**config.mk**
```make
export PLATFORM = sky130hd
export DESIGN_NAME = sis_cell
export DESIGN_NICKNAME = d
export VERILOG_FILES = /design/src/design/sis_pkg.sv /design/src/design/sis_cell.sv
export SDC_FILE = /design/constraint.sdc
export NUM_CORES = 1
export LEC_CHECK = 0
export BUFFER_PORTS_ARGS = -buffer_cell sky130_fd_sc_hd__buf_2
export CORE_MARGIN = 3
export CORE_UTILIZATION = 38
export CTS_CLUSTER_SIZE = 40
export DETAILED_ROUTE_END_ITERATION = 6
export PLACE_DENSITY_LB_ADDON = 0.1
export SLEW_MARGIN = 0
export SYNTH_ARGS = -nofsm -noshare
export SYNTH_HDL_FRONTEND = slang
export SYNTH_SLANG_ARGS = --single-unit
```
**constraint.sdc**
```tcl
create_clock -name i_clk -period 2.9 [get_ports i_clk]
set_clock_uncertainty 0.1 [all_clocks]
set_input_delay 0.29 -clock i_clk [delete_from_list [all_inputs] [get_ports i_clk]]
set_output_delay 0.29 -clock i_clk [all_outputs]
set_load 0.01 [all_outputs]
```
**src/design/sis_pkg.sv**
```systemverilog
// ----------------------------------------------------------------------------
// sis_pkg
// shared widths, defaults and the cell control bundle of the insertion sorter
// ----------------------------------------------------------------------------
package sis_pkg;

    localparam int SIS_KEY_W    = 16;
    localparam int SIS_TAG_W    = 16;
    localparam int SIS_CAPACITY = 64;

    // per-cycle command from the sequencer to every cell
    typedef struct packed {
        logic ins;   // a new entry is being placed into the row
        logic shl;   // the row moves one place toward cell 0 (drain)
    } t_cell_ctrl;

endpackage

```
**src/design/sis_cell.sv**
```systemverilog
// ----------------------------------------------------------------------------
// sis_cell
// one slot of the sorted row: holds a key and a tag, compares against the
// incoming key and takes the new entry, the left neighbor or the right one
// ----------------------------------------------------------------------------
module sis_cell
    import sis_pkg::*;
(
    input  logic                 i_clk,
    input  t_cell_ctrl           i_ctrl,
    input  logic                 i_occupied,
    input  logic [SIS_KEY_W-1:0] i_new_key,
    input  logic [SIS_TAG_W-1:0] i_new_tag,
    input  logic                 i_prev_moves,
    input  logic [SIS_KEY_W-1:0] i_left_key,
    input  logic [SIS_TAG_W-1:0] i_left_tag,
    input  logic [SIS_KEY_W-1:0] i_right_key,
    input  logic [SIS_TAG_W-1:0] i_right_tag,
    output logic                 o_moves,
    output logic [SIS_KEY_W-1:0] o_key,
    output logic [SIS_TAG_W-1:0] o_tag
);

    logic [SIS_KEY_W-1:0] r_key;
    logic [SIS_TAG_W-1:0] r_tag;

    // equal keys stay ahead of the new one, so the sort is stable
    assign o_moves = !i_occupied || (r_key > i_new_key);

    always_ff @(posedge i_clk) begin
        if (i_ctrl.shl) begin
            r_key <= i_right_key;
            r_tag <= i_right_tag;
        end else if (i_ctrl.ins && o_moves) begin
            if (i_prev_moves) begin
                r_key <= i_left_key;
                r_tag <= i_left_tag;
            end else begin
                r_key <= i_new_key;
                r_tag <= i_new_tag;
            end
        end
    end

    assign o_key = r_key;
    assign o_tag = r_tag;

endmodule

```
# Yosys cells after proc, flatten, opt, wreduce, memory -nomap -nowiden
# Cells that the tools add are included.
# word_totals
reg_bits	32
in_bits	101
elab_cells	13
# classes
muxes	6
magnitude_cmp	1
reduce_logical	4
# ops
cell	n
two-way mux 16 bit	6
greater-than comparator 16 bit	1
nonzero test 2 bit	1
logical AND 1 bit	1
logical NOT 1 bit	1
logical OR 1 bit	1

# Depth between registers and ports, before layout
# Gate-level depths: netlist of the first run.
# logic_depth
ltp_word	5
mapped_depth	7

# Worst setup path before layout of the first run
# Ideal clock, no wire load.
# synth_path
kind	register to register
startpoint	register r_key[15], in the netlist o_key[15]
endpoint	register r_key[0], in the netlist o_key[0] (enable)
path_slack_ps	-358
period_less_slack_ps	3258
t_arrival_ps	2733
path_stages_with_launch	6
cell_sequence	edfxtp_1 > ha_1 > nand4_2 > nor3_2 > a2111oi_2 > o21ai_1
# synth_via
elab_chain_cells	4
# synth_lines
element	line_no	rtl
start, declared	sis_cell.sv:24	logic [SIS_KEY_W-1:0] r_key;
start signal, assigned	sis_cell.sv:32	r_key <= i_right_key;
start signal, assigned	sis_cell.sv:36	r_key <= i_left_key;
start signal, assigned	sis_cell.sv:39	r_key <= i_new_key;
greater-than comparator 16 bit	sis_cell.sv:28	assign o_moves = !i_occupied || (r_key > i_new_key);
logical OR 1 bit	sis_cell.sv:28	
logical AND 1 bit	sis_cell.sv:34	end else if (i_ctrl.ins && o_moves) begin
nonzero test 2 bit (no line)	-	
# Every way passes these cells.
# A chain may end at the register's enable or synchronous reset.

# Worst setup path in the final report of the first run
# layout_path
startpoint	register r_key[15], in the netlist o_key[15]
endpoint	register r_tag[5], in the netlist o_tag[5] (enable)
# layout_via
elab_chain_cells	4
# layout_lines
element	line_no	rtl
greater-than comparator 16 bit	sis_cell.sv:28	
logical OR 1 bit	sis_cell.sv:28	
logical AND 1 bit	sis_cell.sv:34	
nonzero test 2 bit (no line)	-	
end signal, assigned	sis_cell.sv:33	r_tag <= i_right_tag;
end signal, assigned	sis_cell.sv:37	r_tag <= i_left_tag;
end signal, assigned	sis_cell.sv:40	r_tag <= i_new_tag;
end, declared	sis_cell.sv:25	logic [SIS_TAG_W-1:0] r_tag;
# Every way passes these cells.

==> qor.csv, run 1 <==
stage,metric,value,unit
outcome,outcome,completed,
floorplan,Die Area,0.006347,mm²
sta,RSZ-0062 raised after global routing,no,
global_routing,GR Overflow Total,0,
sta,final hold vios,0,
synth,Cell variety after synth,21,
synth,Cells after Synth,201,
critical_path,Max Fanout on Critical Path,32,
synth,top cell type's share of synthesized area,0.4660,
detailed_routing,Antenna Nets Post-Route,0,
synth,"Net Count, Synth",318,
cts,Inserted Clock Buffers,5,
cts,H-tree depth,2,
place,Port Buf Inserts,133,
cts,clock tree buffer depth,2,
layout,antenna cells,0,
detailed_routing,DRC violations left,0,
power_and_ir_drop,Leak,1.483,nW
critical_path,CP arrival,2.36,ns
cts,clock latency at the later pin of the worst-skew pair,0.27,ns
detailed_routing,overall routed net length,5.111,mm
power_and_ir_drop,pwr dens,429.4,mW/mm²
sta,max-slew violations,0,
global_routing,first-pass GRT wire length,7.914,mm
sta,crit share post-route,0.8845,
sta,Slew @ Worst Pin,0.9780,ns
global_routing,largest net degree at the start of global routing,36,
layout,share of layout cells above drive strength 1,0.4398,
detailed_routing,drt wl/cell,12.71,µm
floorplan,Core Area,0.005172,mm²
synth,mapped cell area,0.002062,mm²
sta,Max Fclk,389.8,MHz
place,gpl congestion,0.7217,
layout,Area Growth Syn to Fin,39.44,%
cts,CTS tree,done,
global_routing,vias in the first global route,1761,
detailed_routing,drt first pass iters,4,
sta,final count of negative-setup-slack endpoints,0,
critical_path,startpoint class of the critical path,register,
cts,# clock sinks,32,
min_path,Worst Hold Class,primary input to register,
detailed_routing,vias,1893,
power_and_ir_drop,Max VDD drop,0.0002264,V
synth,YS warnings,0,
detailed_routing,DRT iter0 DRCs,45,
cts,hold_buf cts,0,
global_routing,total track usage,0.1618,
critical_path,Setup crit end kind,register,
cts,"Gates resized, CTS repair",0,
synth,Synth Area per Inst,10.26,µm²
layout,"Core Util, Final",0.5559,
global_routing,number of antenna violations at the first check in global routing,0,
cts,"Reg clk slew, reported paths",0.06,ns
cts,root buffer cell,clkbuf_8,
detailed_routing,DR vias/cell,4.709,
synth,"Seq/Total Area, Yosys",0.4660,
sta,setup tns final,0,ns
sta,slew margin rel.,0.3456,
cts,total setup buffers inserted after CTS,0,
sta,min Tclk post-route,2.565,ns
place,hpwl dp,4.123,mm
synth,largest cells by area after synthesis,"edfxtp_1 (47%), mux2i_1 (16%), ha_1 (9.7%)",
critical_path,critical path required time,2.69,ns
floorplan,Die Span Y,79.67,µm
synth,Synth area leader,edfxtp_1,
floorplan,die width,79.67,µm
floorplan,# IOs,134,
floorplan,initial core utilization,0.3986,
critical_path,WS Path Type,register to register,
layout,Fillers,472,
sta,hold slack,0.1964,ns
floorplan,Rows,26,
layout,fin nets,449,
synth,Synth Register Bits,32,
run,max_cap viols,0,
-- critical path, cell delays in order, from the launching register on --
cell and delay (ns):
edfxtp_1 0.38, ha_1 0.34, nand4_2 0.16, a211oi_1 0.30
a2111oi_2 0.10, o21ai_4 0.79
-- final timing paths --
path	depth (start not counted)	slack (ns)	startpoint	to
setup / recovery	5	0.33	o_key[15]$_DFFE_PP_	o_tag[5]$_DFFE_PP_
hold / removal	3	0.20	i_right_tag[7]	o_tag[7]$_DFFE_PP_
setup reg to reg	5	0.33	o_key[15]$_DFFE_PP_	o_tag[5]$_DFFE_PP_
hold reg to reg	4	1.34	o_key[2]$_DFFE_PP_	o_key[7]$_DFFE_PP_
-- registers in the layout (all words and copies together) (netlist names) --
name and flops:
o_tag 16, o_key 16
-- placed cells by master, fill, tap and decap left out --
cell,synthesis,layout
edfxtp_1,32,32
nor3_2,1,1
buf_2,2,133
buf_12,0,1
ha_1,16,16
nand4_1,3,3
buf_4,3,1
nand3_1,1,1
o21ai_1,2,1
a2111oi_2,1,1
nand4_2,1,1
nor2_1,1,1
a21oi_1,7,7
a21oi_2,1,1
clkinv_1,0,2
a211oi_1,1,1
mux2i_1,32,32
o21ai_0,35,35
nand3_2,1,1
a21o_1,2,2
clkbuf_8,0,5
inv_1,19,19
o21ai_4,0,1
nand2_1,34,34
-- per-stage QoR --
stage	area, µm²	std cells	total power [mW]	setup slack (ns)
after floorplan	2066	201	0.7874	0.2383
after global placement	2799	395	0.9444	0.2980
after detailed placement	2799	395	0.9491	0.2695
after CTS	2875	402	1.251	0.2880
after global routing	2875	402	1.315	0.1060
final	2875	402	1.235	0.3348
-- synthesized netlist by cell type (all sizes together) --
cell type and count:
a2111oi 1, a211oi 1, a21o 2, a21oi 8, buf 5, clkbuf 6
edfxtp 32, ha 16, inv 19, mux2i 32, nand2 34, nand3 2
nand4 4, nor2 1, nor3 1, o21ai 37
-- power breakdown --
group	internal, mW	leakage, nW	switching [mW]	total [mW]
combinational	0.156	1.11	0.179	0.334
clock	0.158	0.0391	0.145	0.303
sequential	0.578	0.329	0.0190	0.597
total	0.892	1.48	0.342	1.23
-- layer usage --
| metal | wire [µm] | up-vias | track usage |
|---|---|---|---|
| met3 | 502 | 2 | 0.05982 |
| met2 | 2505 | 84 | 0.2646 |
| met4 | 22 | 0 | 0.03265 |
| met5 | 0 | - | 0 |
| met1 | 2080 | 828 | 0.2050 |
| li1 | - | 979 | - |
-- kinds of logic after synthesis --
kind of cell	synth area share
multiplexers	0.1553
adder cells (fa/ha/maj)	0.09709
AND/OR/NAND/NOR	0.09101
buffers and inverters	0.06129
flip-flops	0.4660
AO/OA/AOI/OAI	0.1292
-- cell type report --
cell class / count / area [µm²] / share of cell area
well taps: 70 / 87.58 / 0.03046
flip-flops and latches: 32 / 960.9 / 0.3342
clock buffers: 5 / 68.82 / 0.02393
multi-input cells: 139 / 985.9 / 0.3429
repair buffers: 135 / 693.2 / 0.2411
inverters: 19 / 71.32 / 0.02480
clock inverters: 2 / 7.507 / 0.002611
Note: power is estimated with default switching activity, not from simulation.
==> inputs of run 2 (changes only) <==
--- a/config.mk
+++ b/config.mk
@@ -10,7 +10,7 @@
 export CORE_UTILIZATION = 38
 export CTS_CLUSTER_SIZE = 40
 export DETAILED_ROUTE_END_ITERATION = 6
-export PLACE_DENSITY_LB_ADDON = 0.1
+export PLACE_DENSITY = 0.86
 export SLEW_MARGIN = 0
 export SYNTH_ARGS = -nofsm -noshare
 export SYNTH_HDL_FRONTEND = slang
==> run 2 against run 1 <==
  * Critical path depth rose by 1
  * Non-clock buffer count rose by 1
  * Worst hold slack got worse by 0.013 ns
  * Die area did not move
==> qor.csv, run 2 (synthesis gave the netlist of run 1 again) <==
stage,metric,value,unit,change
outcome,outcome,completed,,
cts,total setup buffers inserted after CTS,0,,unchanged
layout,antenna cells,0,,unchanged
global_routing,number of antenna violations at the first check in global routing,0,,unchanged
cts,root buffer cell,clkbuf_8,,
sta,max-slew violations,0,,unchanged
global_routing,largest net degree at the start of global routing,42,,+17%
detailed_routing,Antenna Nets Post-Route,0,,unchanged
global_routing,first-pass GRT wire length,7.928,mm,+0.18%
place,Port Buf Inserts,133,,unchanged
critical_path,startpoint class of the critical path,register,,
layout,fin nets,450,,+0.22%
floorplan,Core Area,0.005172,mm²,unchanged
min_path,min-delay src,i_right_tag[7],,
cts,"Gates resized, CTS repair",0,,unchanged
run,max_cap viols,0,,unchanged
global_routing,vias in the first global route,1830,,+3.9%
floorplan,Die Area,0.006347,mm²,unchanged
place,Setup WS pre-CTS,0.6035,ns,+0.3340 ns
layout,Reg area,960.9,µm²,unchanged
critical_path,"setup slack, reg-to-reg",0.67,ns,+0.34 ns
power_and_ir_drop,Max VDD drop,0.0002393,V,+5.7%
floorplan,initial core utilization,0.3986,,unchanged
place,placed cell area,0.002794,mm²,-0.18%
cts,clock latency at the later pin of the worst-skew pair,0.28,ns,about the same
power_and_ir_drop,total power,1.360,mW,+10%
critical_path,Setup crit end kind,primary output,,
sta,setup tns final,0,ns,unchanged
sta,hold slack,0.1831,ns,-0.01326 ns
sta,Final WS setup,0.4514,ns,+0.1166 ns
sta,crit share post-route,0.8443,,-0.04021
detailed_routing,drt wl/cell,12.85,µm,+1.1%
detailed_routing,drt first pass iters,4,,unchanged
global_routing,total track usage,0.1603,,-0.001554
layout,share of layout cells above drive strength 1,0.4491,,+0.009343
critical_path,CP arrival,2.06,ns,-0.30 ns
detailed_routing,vias,1944,,+2.7%
layout,Area Growth Syn to Fin,40.90,%,
sta,Max Fclk,408.4,MHz,+4.8%
layout,"commonest non-fill, non-tap cell in the layout",buf_2,,
sta,slew margin rel.,0.3823,,+0.03678
power_and_ir_drop,pwr dens,468.0,mW/mm²,+9.0%
sta,final count of negative-setup-slack endpoints,0,,unchanged
cts,hold_buf cts,0,,unchanged
layout,"commonest non-fill, non-tap cells in the layout","buf_2 (133), o21ai_0 (35), nand2_1 (34)",,
cts,# clock sinks,32,,unchanged
detailed_routing,overall routed net length,5.192,mm,+1.6%
sta,Slew @ Worst Pin,0.9265,ns,-0.05146 ns
layout,Fillers,461,,-2.3%
critical_path,WS Path Type,register to primary output,,
cts,H-tree depth,2,,unchanged
detailed_routing,DRC violations left,0,,unchanged
sta,final hold vios,0,,unchanged
critical_path,Critical Path Source,o_key[3]$_DFFE_PP_,,
layout,finished layout cell area,0.002905,mm²,+1.0%
cts,"Reg clk slew, reported paths",0.07,ns,about the same
detailed_routing,DR vias/cell,4.812,,+2.2%
floorplan,Die Span Y,79.67,µm,unchanged
critical_path,critical path required time,2.51,ns,-0.18 ns
critical_path,FF-to-FF Start,o_key[3]$_DFFE_PP_,,
min_path,Worst Hold Class,primary input to register,,
cts,Inserted Clock Buffers,5,,unchanged
floorplan,Rows,26,,unchanged
place,hpwl dp,4.253,mm,+3.2%
layout,Multi-input gate area,985.9,µm²,unchanged
power_and_ir_drop,Leak,1.497,nW,+0.99%
global_routing,GR Overflow Total,0,,unchanged
floorplan,die width,79.67,µm,unchanged
critical_path,Max Fanout on Critical Path,3,,-91%
sta,RSZ-0062 raised after global routing,no,,
place,gpl congestion,0.7175,,-0.58%
cts,CTS tree,done,,
detailed_routing,DRT iter0 DRCs,60,,+33%
sta,min Tclk post-route,2.449,ns,-0.1166 ns
cts,clock tree buffer depth,2,,unchanged
floorplan,# IOs,134,,unchanged
run 2: cell count changes in the layout (fill, tap and decap cells not counted), sizes merged:
| cell | before | now |
|---|---|---|
| buf | 135 | 136 |
| bufinv | 0 | 1 |
| clkinv | 2 | 1 |
| clkinvlp | 0 | 1 |
run 2: worst max-delay path: stages (launching register included):
cell       delay (ns)
edfxtp_1         0.39
ha_1             0.32
a21oi_1          0.15
o21ai_0          0.13
a2111oi_2        0.54
o21ai_1          0.09
buf_2            0.16
run 2: through the flow:
stage               cells    util
detailed placement    396  0.5402
global placement      396  0.5402
finish                404  0.5617
CTS                   404  0.5617
global route          404  0.5617
floorplan             201       -
run 2: final cells by class:
| type | instances | area share |
|---|---|---|
| Clock buffer | 5 | 0.02369 |
| Inverter | 19 | 0.02455 |
| Multi-Input combinational cell | 139 | 0.3394 |
| Clock inverter | 3 | 0.01464 |
| Sequential cell | 32 | 0.3307 |
| Timing Repair Buffer | 136 | 0.2369 |
| Tap cell | 70 | 0.03015 |
run 2: worst paths after layout:
| kind | endpoint | cells past startpoint |
|---|---|---|
| min | o_tag[7]$_DFFE_PP_ | 3 |
| max | o_moves | 6 |
| min reg2reg | o_key[12]$_DFFE_PP_ | 6 |
| max reg2reg | o_key[1]$_DFFE_PP_ | 6 |
run 2: where the power goes:
| group | internal (mW) | leakage (nW) | total [mW] | switching, mW |
|---|---|---|---|---|
| Clock | 0.254 | 0.0541 | 0.426 | 0.172 |
| Combinational | 0.158 | 1.11 | 0.338 | 0.180 |
| Sequential | 0.577 | 0.329 | 0.596 | 0.0192 |
run 2: per-layer routing:
metal	vias to the layer above	routed length (µm)	share of wire	global-route usage
li1	987	-	-	-
met1	877	2022	0.39	0.1795
met2	76	2678	0.52	0.2905
met3	4	449	0.086	0.05192
met4	0	42	0.0081	0.04124
met5	-	0	0	0
